### config.mk
export PLATFORM = sky130hd
export DESIGN_NAME = lfu_cache_table_top_flat
export DESIGN_NICKNAME = d
export VERILOG_FILES = /design/src/rtl/core/lfu_pkg.sv /design/src/rtl/core/lfu_if.sv /design/src/rtl/core/lfu_ram.sv /design/src/rtl/core/lfu_ctrl.sv /design/src/rtl/core/lfu_dpath.sv /design/src/rtl/core/lfu_cache_table_top.sv /design/src/flat_wrapper.sv
export SDC_FILE = /design/constraint.sdc
export NUM_CORES = 2
export LEC_CHECK = 0
export BUFFER_PORTS_ARGS = -buffer_cell sky130_fd_sc_hd__clkbuf_2
export CORE_MARGIN = 2
export CORE_UTILIZATION = 25
export CTS_CLUSTER_SIZE = 10
export DETAILED_ROUTE_END_ITERATION = 10
export PLACE_DENSITY = 0.5
export RECOVER_POWER = 25
export SLEW_MARGIN = 20
export SYNTH_ARGS = -nofsm -noshare
export SYNTH_HDL_FRONTEND = slang
export SYNTH_SLANG_ARGS = --single-unit
export TNS_END_PERCENT = 100
### constraint.sdc
create_clock -name clk_i -period 13.25 [get_ports clk_i]
set_clock_uncertainty 0.2 [all_clocks]
set_input_delay 1.9875 -clock clk_i [delete_from_list [all_inputs] [get_ports clk_i]]
set_output_delay 1.9875 -clock clk_i [all_outputs]
set_load 0.01 [all_outputs]
### src/rtl/core/lfu_pkg.sv
// lfu_pkg: shared types and constants for the lfu cache table
// no dependencies; imported by every module of the block except lfu_ram
`default_nettype none
package lfu_pkg;

  localparam int unsigned KEY_W   = 32;
  localparam int unsigned VAL_W   = 32;
  localparam int unsigned USES_W  = 16;
  localparam int unsigned STAMP_W = 32;
  localparam int unsigned CAP_W   = 5;
  localparam int unsigned ENT_W   = KEY_W + VAL_W + USES_W + STAMP_W;

  // apb register map
  localparam int unsigned PADDR_W = 2;
  localparam int unsigned PDATA_W = 32;
  localparam logic [PADDR_W-1:0] ADDR_CAPACITY = 2'd0;
  localparam logic [CAP_W-1:0]   CAP_RESET     = 5'd16;

  // operation codes
  localparam logic OP_GET = 1'b0;
  localparam logic OP_PUT = 1'b1;

  typedef enum logic [1:0] {
    ST_IDLE,
    ST_SCAN,
    ST_COMMIT,
    ST_OUT
  } lfu_state_e;

  typedef struct packed {
    logic start;
    logic scan;
    logic commit;
  } lfu_cmd_t;

  typedef struct packed {
    logic cap_zero;
    logic scan_last;
  } lfu_stat_t;

  typedef struct packed {
    logic [KEY_W-1:0]   key;
    logic [VAL_W-1:0]   value;
    logic [USES_W-1:0]  uses;
    logic [STAMP_W-1:0] stamp;
  } lfu_entry_t;

endpackage
`default_nettype wire

### src/rtl/core/lfu_if.sv
// lfu_in_if / lfu_out_if: valid-ready channels for request and result items
// depends on lfu_pkg for field widths
`default_nettype none
interface lfu_in_if;
  import lfu_pkg::*;
  logic             valid;
  logic             ready;
  logic             operation;
  logic [KEY_W-1:0] lookup_key;
  logic [VAL_W-1:0] write_value;
  modport source (output valid, operation, lookup_key, write_value, input ready);
  modport sink   (input valid, operation, lookup_key, write_value, output ready);
endinterface

interface lfu_out_if;
  import lfu_pkg::*;
  logic             valid;
  logic             ready;
  logic             found;
  logic [VAL_W-1:0] read_value;
  logic             evicted;
  logic [KEY_W-1:0] evicted_key;
  modport source (output valid, found, read_value, evicted, evicted_key, input ready);
  modport sink   (input valid, found, read_value, evicted, evicted_key, output ready);
endinterface
`default_nettype wire

### src/rtl/core/lfu_ram.sv
// lfu_ram: generic simple dual-port ram, one write and one registered read port
// no dependencies
`default_nettype none
module lfu_ram #(
  parameter int unsigned WIDTH = 8,
  parameter int unsigned DEPTH = 16
) (
  input  wire logic                                  clk_i,
  input  wire logic                                  we_i,
  input  wire logic [(DEPTH>1?$clog2(DEPTH):1)-1:0]  waddr_i,
  input  wire logic [WIDTH-1:0]                      wdata_i,
  input  wire logic [(DEPTH>1?$clog2(DEPTH):1)-1:0]  raddr_i,
  output logic      [WIDTH-1:0]                      rdata_o
);
  logic [WIDTH-1:0] mem_q [DEPTH];

  always_ff @(posedge clk_i) begin
    if (we_i) begin
      mem_q[waddr_i] <= wdata_i;
    end
    rdata_o <= mem_q[raddr_i];
  end
endmodule
`default_nettype wire

### src/rtl/core/lfu_ctrl.sv
// lfu_ctrl: sequencer for one item: accept, scan, commit, deliver (capacity 0 goes straight to deliver)
// depends on lfu_pkg
`default_nettype none
module lfu_ctrl (
  input  wire logic              clk_i,
  input  wire logic              rst_ni,
  input  wire logic              in_valid_i,
  output logic                   in_ready_o,
  output logic                   out_valid_o,
  input  wire logic              out_ready_i,
  input  wire lfu_pkg::lfu_stat_t stat_i,
  output lfu_pkg::lfu_cmd_t       cmd_o
);
  import lfu_pkg::*;

  lfu_state_e state_q, state_d;

  // state register
  always_ff @(posedge clk_i or negedge rst_ni) begin
    if (!rst_ni) begin
      state_q <= ST_IDLE;
    end else begin
      state_q <= state_d;
    end
  end

  // next state and commands
  always_comb begin
    state_d     = state_q;
    cmd_o       = '0;
    in_ready_o  = 1'b0;
    out_valid_o = 1'b0;
    case (state_q)
      ST_IDLE: begin
        in_ready_o = 1'b1;
        if (in_valid_i) begin
          cmd_o.start = 1'b1;
          state_d     = stat_i.cap_zero ? ST_OUT : ST_SCAN;
        end
      end
      ST_SCAN: begin
        cmd_o.scan = 1'b1;
        if (stat_i.scan_last) begin
          state_d = ST_COMMIT;
        end
      end
      ST_COMMIT: begin
        cmd_o.commit = 1'b1;
        state_d      = ST_OUT;
      end
      ST_OUT: begin
        out_valid_o = 1'b1;
        if (out_ready_i) begin
          state_d = ST_IDLE;
        end
      end
      default: state_d = ST_IDLE;
    endcase
  end
endmodule
`default_nettype wire

### src/rtl/core/lfu_dpath.sv
// lfu_dpath: entry store, scan for hit and replacement victim, write-back
// depends on lfu_pkg and lfu_ram
`default_nettype none
module lfu_dpath #(
  parameter int unsigned ENTRIES = 16
) (
  input  wire logic                        clk_i,
  input  wire logic                        rst_ni,
  input  wire lfu_pkg::lfu_cmd_t            cmd_i,
  output lfu_pkg::lfu_stat_t                stat_o,
  input  wire logic [lfu_pkg::CAP_W-1:0]   capacity_i,
  input  wire logic                        operation_i,
  input  wire logic [lfu_pkg::KEY_W-1:0]   lookup_key_i,
  input  wire logic [lfu_pkg::VAL_W-1:0]   write_value_i,
  output logic                             found_o,
  output logic      [lfu_pkg::VAL_W-1:0]   read_value_o,
  output logic                             evicted_o,
  output logic      [lfu_pkg::KEY_W-1:0]   evicted_key_o
);
  import lfu_pkg::*;

  localparam int unsigned AW = (ENTRIES > 1) ? $clog2(ENTRIES) : 1;
  localparam int unsigned IW = $clog2(ENTRIES + 1);

  // request and control registers
  logic              op_q;
  logic [KEY_W-1:0]  key_q;
  logic [VAL_W-1:0]  val_q;
  logic [STAMP_W-1:0] stamp_q;
  logic [IW-1:0]     occ_q;
  logic [IW-1:0]     idx_q;
  logic [ENTRIES-1:0] valid_q;

  // scan results
  logic              hit_q, min_found_q, free_found_q;
  logic [AW-1:0]     hit_slot_q, min_slot_q, free_slot_q;
  logic [VAL_W-1:0]  hit_val_q;
  logic [USES_W-1:0] hit_uses_q, min_uses_q;
  logic [STAMP_W-1:0] min_stamp_q;
  logic [KEY_W-1:0]  min_key_q;

  lfu_entry_t        rd_ent, wr_ent;
  logic              we;
  logic [AW-1:0]     waddr, raddr, eslot;
  logic [IW-1:0]     idx_m1;
  logic              eval;
  logic [31:0]       cap_ext, cap_eff, occ_ext;
  logic              full;

  // entry store
  lfu_ram #(.WIDTH(ENT_W), .DEPTH(ENTRIES)) u_ram (
    .clk_i   (clk_i),
    .we_i    (we),
    .waddr_i (waddr),
    .wdata_i (wr_ent),
    .raddr_i (raddr),
    .rdata_o (rd_ent)
  );

  // scan addressing: read slot idx, evaluate slot idx-1
  assign idx_m1 = idx_q - IW'(1);
  assign eslot  = idx_m1[AW-1:0];
  assign raddr  = idx_q[AW-1:0];
  assign eval   = cmd_i.scan && (idx_q != '0);

  assign stat_o.cap_zero  = (capacity_i == '0);
  assign stat_o.scan_last = (idx_q == IW'(ENTRIES));

  // effective capacity and fullness
  assign cap_ext = 32'(capacity_i);
  assign cap_eff = (cap_ext > 32'(ENTRIES)) ? 32'(ENTRIES) : cap_ext;
  assign occ_ext = 32'(occ_q);
  assign full    = occ_ext >= cap_eff;

  // write-back entry selection
  always_comb begin
    we     = 1'b0;
    waddr  = hit_slot_q;
    wr_ent.key   = key_q;
    wr_ent.value = val_q;
    wr_ent.uses  = USES_W'(1);
    wr_ent.stamp = stamp_q;
    if (cmd_i.commit) begin
      if (hit_q) begin
        we = 1'b1;
        wr_ent.value = (op_q == OP_PUT) ? val_q : hit_val_q;
        wr_ent.uses  = (hit_uses_q == '1) ? hit_uses_q : hit_uses_q + USES_W'(1);
      end else if (op_q == OP_PUT) begin
        we    = 1'b1;
        waddr = full ? min_slot_q : free_slot_q;
      end
    end
  end

  // control state: valid bits, occupancy, stamp, scan index
  always_ff @(posedge clk_i or negedge rst_ni) begin
    if (!rst_ni) begin
      valid_q      <= '0;
      occ_q        <= '0;
      stamp_q      <= '0;
      idx_q        <= '0;
      hit_q        <= 1'b0;
      min_found_q  <= 1'b0;
      free_found_q <= 1'b0;
    end else begin
      if (cmd_i.start) begin
        idx_q        <= '0;
        hit_q        <= 1'b0;
        min_found_q  <= 1'b0;
        free_found_q <= 1'b0;
        if (capacity_i != '0 && stamp_q != '1) begin
          stamp_q <= stamp_q + STAMP_W'(1);
        end
      end
      if (cmd_i.scan) begin
        idx_q <= idx_q + IW'(1);
      end
      if (eval) begin
        if (!hit_q && valid_q[eslot] && rd_ent.key == key_q) begin
          hit_q <= 1'b1;
        end
        if (valid_q[eslot] && (!min_found_q || rd_ent.uses < min_uses_q ||
            (rd_ent.uses == min_uses_q && rd_ent.stamp < min_stamp_q))) begin
          min_found_q <= 1'b1;
        end
        if (!valid_q[eslot]) begin
          free_found_q <= 1'b1;
        end
      end
      if (cmd_i.commit && !hit_q && op_q == OP_PUT) begin
        valid_q[waddr] <= 1'b1;
        if (!full) begin
          occ_q <= occ_q + IW'(1);
        end
      end
    end
  end

  // payload registers: request, scan captures, result
  always_ff @(posedge clk_i) begin
    if (cmd_i.start) begin
      op_q          <= operation_i;
      key_q         <= lookup_key_i;
      val_q         <= write_value_i;
      found_o       <= 1'b0;
      read_value_o  <= '0;
      evicted_o     <= 1'b0;
      evicted_key_o <= '0;
    end
    if (eval) begin
      if (!hit_q && valid_q[eslot] && rd_ent.key == key_q) begin
        hit_slot_q <= eslot;
        hit_val_q  <= rd_ent.value;
        hit_uses_q <= rd_ent.uses;
      end
      if (valid_q[eslot] && (!min_found_q || rd_ent.uses < min_uses_q ||
          (rd_ent.uses == min_uses_q && rd_ent.stamp < min_stamp_q))) begin
        min_slot_q  <= eslot;
        min_uses_q  <= rd_ent.uses;
        min_stamp_q <= rd_ent.stamp;
        min_key_q   <= rd_ent.key;
      end
      if (!valid_q[eslot] && !free_found_q) begin
        free_slot_q <= eslot;
      end
    end
    if (cmd_i.commit) begin
      if (hit_q) begin
        found_o      <= 1'b1;
        read_value_o <= (op_q == OP_GET) ? hit_val_q : '0;
      end else if (op_q == OP_PUT && full) begin
        evicted_o     <= 1'b1;
        evicted_key_o <= min_key_q;
      end
    end
  end
endmodule
`default_nettype wire

### src/rtl/core/lfu_cache_table_top.sv
// lfu_cache_table_top: lfu cache top level with apb capacity register
// depends on lfu_pkg, lfu_if, lfu_ctrl, lfu_dpath, lfu_ram
`default_nettype none
// Key-value cache with least-frequently-used replacement, oldest stamp and
// then lowest slot breaking ties. One item is handled at a time: after
// acceptance the scan reads the entry ram one slot per cycle, then the
// result is committed and held until it is taken. With capacity 0 an item
// returns all-zero fields in the cycle after it is accepted, with no scan.
// The capacity register sits at apb address 0.
module lfu_cache_table_top #(
  parameter int unsigned ENTRIES = 16
) (
  input  wire logic                          clk_i,
  input  wire logic                          rst_ni,
  lfu_in_if.sink                             in_i,
  lfu_out_if.source                          out_o,
  input  wire logic                          psel,
  input  wire logic                          penable,
  input  wire logic                          pwrite,
  input  wire logic [lfu_pkg::PADDR_W-1:0]   paddr,
  input  wire logic [lfu_pkg::PDATA_W-1:0]   pwdata,
  output logic      [lfu_pkg::PDATA_W-1:0]   prdata,
  output logic                               pready
);
  import lfu_pkg::*;

  logic [CAP_W-1:0] cap_q;
  lfu_cmd_t         cmd;
  lfu_stat_t        stat;

  // capacity register
  assign pready = 1'b1;
  always_ff @(posedge clk_i or negedge rst_ni) begin
    if (!rst_ni) begin
      cap_q <= CAP_RESET;
    end else if (psel && penable && pwrite && paddr == ADDR_CAPACITY) begin
      cap_q <= pwdata[CAP_W-1:0];
    end
  end
  assign prdata = (paddr == ADDR_CAPACITY) ? PDATA_W'(cap_q) : '0;

  lfu_ctrl u_ctrl (
    .clk_i       (clk_i),
    .rst_ni      (rst_ni),
    .in_valid_i  (in_i.valid),
    .in_ready_o  (in_i.ready),
    .out_valid_o (out_o.valid),
    .out_ready_i (out_o.ready),
    .stat_i      (stat),
    .cmd_o       (cmd)
  );

  lfu_dpath #(.ENTRIES(ENTRIES)) u_dpath (
    .clk_i         (clk_i),
    .rst_ni        (rst_ni),
    .cmd_i         (cmd),
    .stat_o        (stat),
    .capacity_i    (cap_q),
    .operation_i   (in_i.operation),
    .lookup_key_i  (in_i.lookup_key),
    .write_value_i (in_i.write_value),
    .found_o       (out_o.found),
    .read_value_o  (out_o.read_value),
    .evicted_o     (out_o.evicted),
    .evicted_key_o (out_o.evicted_key)
  );
endmodule
`default_nettype wire
### src/flat_wrapper.sv
// flat-port wrapper written by rule: the top's interface ports become plain ports
module lfu_cache_table_top_flat import lfu_pkg::*;
#(
  parameter int unsigned ENTRIES = 16
)
  (clk_i, rst_ni, psel, penable, pwrite, paddr, pwdata, prdata, pready, in_i_valid, in_i_operation, in_i_lookup_key, in_i_write_value, in_i_ready, out_o_valid, out_o_found, out_o_read_value, out_o_evicted, out_o_evicted_key, out_o_ready);
  lfu_in_if in_i_i ();
  lfu_out_if out_o_i ();
  input  wire logic clk_i;
  input  wire logic rst_ni;
  input  wire logic psel;
  input  wire logic penable;
  input  wire logic pwrite;
  input  wire logic [lfu_pkg::PADDR_W-1:0] paddr;
  input  wire logic [lfu_pkg::PDATA_W-1:0] pwdata;
  output logic      [lfu_pkg::PDATA_W-1:0] prdata;
  output logic pready;
  input wire logic [$bits(in_i_i.valid)-1:0] in_i_valid;
  input wire logic [$bits(in_i_i.operation)-1:0] in_i_operation;
  input wire logic [$bits(in_i_i.lookup_key)-1:0] in_i_lookup_key;
  input wire logic [$bits(in_i_i.write_value)-1:0] in_i_write_value;
  output wire logic [$bits(in_i_i.ready)-1:0] in_i_ready;
  output wire logic [$bits(out_o_i.valid)-1:0] out_o_valid;
  output wire logic [$bits(out_o_i.found)-1:0] out_o_found;
  output wire logic [$bits(out_o_i.read_value)-1:0] out_o_read_value;
  output wire logic [$bits(out_o_i.evicted)-1:0] out_o_evicted;
  output wire logic [$bits(out_o_i.evicted_key)-1:0] out_o_evicted_key;
  input wire logic [$bits(out_o_i.ready)-1:0] out_o_ready;
  assign in_i_i.valid = in_i_valid;
  assign in_i_i.operation = in_i_operation;
  assign in_i_i.lookup_key = in_i_lookup_key;
  assign in_i_i.write_value = in_i_write_value;
  assign in_i_ready = in_i_i.ready;
  assign out_o_valid = out_o_i.valid;
  assign out_o_found = out_o_i.found;
  assign out_o_read_value = out_o_i.read_value;
  assign out_o_evicted = out_o_i.evicted;
  assign out_o_evicted_key = out_o_i.evicted_key;
  assign out_o_i.ready = out_o_ready;
  lfu_cache_table_top #(.ENTRIES(ENTRIES)) u_core (.clk_i(clk_i), .rst_ni(rst_ni), .in_i(in_i_i), .out_o(out_o_i), .psel(psel), .penable(penable), .pwrite(pwrite), .paddr(paddr), .pwdata(pwdata), .prdata(prdata), .pready(pready));
endmodule
==> After elaboration in Yosys (flattened, before gate mapping) <==
Memory sizes are Yosys's and may differ from the RTL's. A register that Yosys moved wholly into a read port is not among the register bits.
Cells that the tools add are included.
{ "totals": {"mem_bits_rw": 1792, "input_bits": 106, "out_inout_bits": 101, "register_bits": 339, "memories": 1} }
{ "op_classes": {"n_mux": 56, "reduce_logical": 32, "bitwise": 2, "n_addsub": 5, "eq_ne": 11, "n_lt_le_gt_ge": 7} }
{ "mem_list": {"columns": ["name", "words", "width", "rd", "rd_clocked_by_memory_dff", "wr", "line_no", "source"], "rows": [
  ["u_core.u_dpath.u_ram.mem_q", 16, 112, 1, 1, 1, "lfu_ram.sv:15", "logic [WIDTH-1:0] mem_q [DEPTH];"]
]} }
{ "op_table": {"columns": ["operator", "n"], "rows": [
  ["32-bit 2-to-1 mux", 9],
  ["48-bit 2-to-1 mux", 2],
  ["32-bit by 1-bit adder with 32-bit output, second input constant", 1],
  ["32-bit == test", 1],
  ["32-bit < comparator", 1],
  ["32-bit != test, second input constant", 1],
  ["1-bit 2-to-1 mux", 29],
  ["5-bit 2-to-1 mux", 4],
  ["16-bit by 1-bit adder with 16-bit output, second input constant", 1],
  ["16-bit == test", 1],
  ["16-bit == test, second input constant", 1],
  ["16-bit < comparator", 1],
  ["16-bit 2-to-1 mux", 1],
  ["4-bit 2-to-1 mux", 4],
  ["16-bit bitwise OR", 1],
  ["1-bit logical AND", 14],
  ["5-bit by 1-bit adder with 5-bit output, second input constant", 2],
  ["4-bit by 5-bit < comparator with 1-bit output, second input constant", 2],
  ["2-bit AND reduction", 5],
  ["5-bit nonzero test", 2],
  ["2-bit 2-to-1 mux", 4],
  ["2-bit case mux with 4 select lines", 1],
  ["5-bit == test, second input constant", 1],
  ["5-bit >= comparator", 1],
  ["other kinds (16)", 23]
]} }

==> Depth between registers and ports, before layout <==
{ "logic_depth": {"word_depth": 12, "mapped_depth": 11, "ltp_nobuf": 9} }

==> By module <==
Synthesis repeated with hierarchy kept, for this count alone.
{ "hier_totals": {"hier_cells": 3949, "area_unflattened_um2": 83477.6} }
{ "by_module_without_submodules": {"columns": ["mod", "area_each_um2", "cells_each", "seq_area_each_um2", "n_inst"], "rows": [
  ["lfu_ram", 69168.8, 2864, 56053.8, 1],
  ["lfu_dpath", 13668.1, 1021, 9003.6, 1],
  ["lfu_cache_table_top", 470.5, 47, 126.4, 1],
  ["lfu_ctrl", 170.2, 17, 50.0, 1]
]} }

==> Worst setup path after synthesis <==
No wires, ideal clock.
{ "synth_path": {"kind": "register -> register", "from": "reg u_core.cap_q[4]", "to": "mem u_core.u_dpath.u_ram.mem_q[6][0] (netlist name) (enable)", "setup_time_ns": 0.720, "slack_ns": 2.714, "stages_incl_launch_ff": 11, "required_ns": 12.330, "n_path_buf": 1, "arrival_time_ns": 9.616, "cell_sequence": "dfstp_2 -> inv_1 -> nand2_1 -> ha_1 -> a21o_1 -> a21oi_1 -> o21ai_1 -> buf_4 -> mux2i_1 -> o22a_1 -> nor3_1"} }
{ "synth_via": {"elab_chain_cells": 7} }
{ "synth_lines": {"columns": ["element", "line_no", "source"], "rows": [
  ["start: declaration", "lfu_cache_table_top.sv:27", "logic [CAP_W-1:0] cap_q;"],
  ["start signal: assignment", "lfu_cache_table_top.sv:37", "cap_q <= pwdata[CAP_W-1:0];"],
  ["5-bit > comparator", "lfu_dpath.sv:71", "assign cap_eff = (cap_ext > 32'(ENTRIES)) ? 32'(ENTRIES) : cap_ext;"],
  ["5-bit 2-to-1 mux (*)", "lfu_dpath.sv:71", null],
  ["5-bit >= comparator (*)", "lfu_dpath.sv:73", "assign full = occ_ext >= cap_eff;"],
  ["4-bit 2-to-1 mux (*)", "lfu_dpath.sv:90", "waddr = full ? min_slot_q : free_slot_q;"],
  ["4-bit 2-to-1 mux (*)", "lfu_dpath.sv:88", "end else if (op_q == OP_PUT) begin"],
  ["4-bit 2-to-1 mux (*)", "lfu_dpath.sv:84", "if (hit_q) begin"],
  ["4-bit 2-to-1 mux (*)", "lfu_dpath.sv:83", "if (cmd_i.commit) begin"],
  ["end: declaration", "lfu_ram.sv:15", null]
]} }
Mark *: on every way between the ends. The rest lies on a longest branch, timed or not.

==> Worst setup path in the final report <==
{ "layout_path": {"from": "reg u_core.cap_q[4]", "to": "mem u_core.u_dpath.u_ram.mem_q[12][69] (netlist name) (enable)"} }
The elaborated chain is that of the path after synthesis.

==> metrics.txt <==
outcome=completed; worst hold-check path type=reg -> reg; max_slew headroom=0.221; Seq/Total Area, Yosys=0.778; Ys Warns=0; top cells by area, synth=edfxtp_1 72%, mux4_2 15%, dfxtp_1 4.2%, dfrtp_1 2.0%, ha_1 0.93%; first-pass GRT wire length=294,000 um; fin util=0.294; Final HPWL DP=103,000 um; worst-margin pin slew=1.17 ns; Remaining DRCs=0; CP max FO=41; CTS root buf=clkbuf_16; Post-Syn Instances=3,728; CTS Sinks=2,243; Filler cells=32,400; Die Wd=583 um; Netlist cell types=71; sw power=0.00520 W; Post-synth EDFFs=1,997; area grow syn2layout=17.1%; count of final setup violators=0; Final Hold Vio Count=0; Rows=212; initial antenna violation count=4; Synth async-reset ratio=0.0303; RSZ-0062 raised after global routing=false; clk slew on worst S/H paths=0.05 ns; Worst Path Required=13.50 ns; share of total power in combinational logic=0.197; I/O Buffers=151; CTS buffer count=273; vias in the first global route=40,500; hold-fix buffer count after cts=0; Peak supply drop=0.000142 V; Final period util=0.465; net switching fraction of the power=0.267; Flop pwr share=0.453; Synth Cell Area=0.0839 mm2; Synth Register Bits=2,243; post-synth top area share=0.715; max-slew violations=0; via count=38,300; TritonRoute pass-1 iters=6; post-CTS resize count=0; clock tree buffer depth=4; Worst Setup Path Type=reg -> reg; nets=4,251; setup_tns=0 ns; Clk Latency, worst-skew pair=0.86 ns; GRT overflow=0; initial DRC count=3,180; layout cell share with drive strength beyond 1=0.279; Post CTS Setup Buffer Count=0; Post-synth top cells=1,997 x edfxtp_1, 564 x mux4_2, 178 x dfxtp_1; CTS tree=done; most common cell in the netlist=edfxtp_1; Core Region=0.334 mm2; Initial Util=0.251; Routed wire per std cell=23.5 um; largest net degree at the start of global routing=145; Die H=583 um; Crit path arrival time=6.42 ns; Worst setup SP type=register; Max Clk Rate=162 MHz; H-tree depth=5; Total Routing Usage GR=0.118; Clock power frac=0.350; ys flop type=edfxtp_1; # IOs=207; Leak Pwr=31.3 nW; GPL Wtd Cong=0.717; WL final=204,000 um; post-synthesis average cell area=22.5 um2; Vias/cell=4.41; fin crit period=6.16 ns; crit path capture type=register; P_int=0.0143 W; total power=0.0195 W; Max-cap violations=0; ANT nets after route=0; post-synth top area cell=edfxtp_1; PwrDens=198 mW/mm2; die area=0.340 mm2
## power by group through the flow
stage	combinational, W	sequential [W]	clock (W)
3_3_place_gp	0.00395	0.00897	0
2_1_floorplan	0.00294	0.00877	0
6_report	0.00384	0.00883	0.00682
4_1_cts	0.00397	0.00884	0.00701
5_1_grt	0.00417	0.00889	0.00729
3_5_place_dp	0.00396	0.00898	0
## path summary, 6_finish.rpt
path / start / end / slack [ns] / cells past startpoint
worst max-delay path: u_core.cap_q[4] / u_core.u_dpath.u_ram.mem_q[12][69] / 7.09 / 10
worst min-delay path: u_core.u_dpath.u_ram.rdata_o[60] / u_core.u_dpath.hit_val_q[12] / 0.19 / 0
worst max register to register: u_core.cap_q[4] / u_core.u_dpath.u_ram.mem_q[12][69] / 7.09 / 10
worst min register to register: u_core.u_dpath.u_ram.rdata_o[60] / u_core.u_dpath.hit_val_q[12] / 0.19 / 0
max in group asynchronous: rst_ni / u_core.u_dpath.idx_q[3] / 10.37 / 2
min in group asynchronous: rst_ni / u_core.u_dpath.occ_q[0] / 0.98 / 1
## layout by cell type (no fill, tap or decap), types with 28 or more instances in the layout
master        n
mux4_2      564
nor2_1       36
buf_4        81
inv_1        67
nand4_1      30
clkbuf_16   283
clkbuf_2    150
xor2_1       32
ha_1         62
dfxtp_1     178
mux2_2       41
a22o_1       32
nand2_1     115
xnor2_1      46
dfrtp_1      63
clkbuf_1    163
o21ai_0      49
edfxtp_1   1997
conb_1       28
## cell type report
cell class / instances / area, um2 / share of cell area
repair buffers: 238 / 1470 / 0.0150
multi-input cells: 1259 / 17600 / 0.180
inverters: 68 / 258 / 0.00262
clock buffers: 453 / 7800 / 0.0794
diodes: 1 / 2.50 / 0.0000255
well taps: 4387 / 5490 / 0.0559
flip-flops and latches: 2243 / 65200 / 0.664
clock inverters: 31 / 275 / 0.00280
## layer usage
metal / up-vias / global-route usage / share of wire
met4: 0 / 0.0297 / 0.020
li1: 16200 / - / -
met1: 20900 / 0.160 / 0.44
met5: - / 0 / 0
met3: 277 / 0.0172 / 0.044
met2: 964 / 0.198 / 0.49
## critical path: stages (launching register included)
cell,delay [ns]
dfstp_2,0.60
inv_1,0.19
ha_1,0.35
nand3_1,0.20
o21ai_1,0.80
a2bb2oi_1,0.40
o2111ai_1,0.50
nor2_4,0.22
buf_4,0.58
buf_4,0.79
buf_4,0.82
## metrics by stage
step                      worst slack (ns)  instance area (um2)  hold slack (ns)  std cells
after floorplan                       2.71                84000            0.186       3754
after global placement                6.96                90100            0.189       8195
after detailed placement              6.99                90100            0.189       8195
after CTS                             6.96                98200            0.191       8679
after global routing                  6.73                98200            0.200       8679
final                                 7.09                98200            0.188       8680
## state kept, by name, indices dropped and copies added (netlist names), 2 cells and up
register                      count
u_core.u_dpath.val_q             32
u_core.u_dpath.hit_val_q         32
u_core.u_dpath.hit_slot_q         4
u_core.u_dpath.u_ram.mem_q     1792
u_core.u_dpath.min_key_q         32
u_core.u_dpath.free_slot_q        4
u_core.u_dpath.read_value_o      32
u_core.u_dpath.min_uses_q        16
u_core.u_ctrl.state_q             2
u_core.u_dpath.min_slot_q         4
u_core.u_dpath.idx_q              5
u_core.u_dpath.u_ram.rdata_o    112
u_core.u_dpath.key_q             32
u_core.u_dpath.stamp_q           32
u_core.u_dpath.occ_q              5
u_core.cap_q                      5
u_core.u_dpath.evicted_key_o     32
u_core.u_dpath.hit_uses_q        16
u_core.u_dpath.valid_q           16
u_core.u_dpath.min_stamp_q       32
## kinds of logic (layout without fill, tap and decap cells)
| logic type | after synthesis | count (layout) | share of synthesized area |
|---|---|---|---|
| xor+xnor | 79 | 79 | 0.00834 |
| mux | 612 | 612 | 0.158 |
| fa+ha+maj | 62 | 62 | 0.00925 |
| flops | 2243 | 2243 | 0.778 |
| other cells | 2 | 29 | 0.0000896 |
| compound gates | 181 | 181 | 0.0148 |
| buf+inv | 252 | 790 | 0.0149 |
| simple gates | 297 | 297 | 0.0169 |
Power figures use the tool's default switching activity.
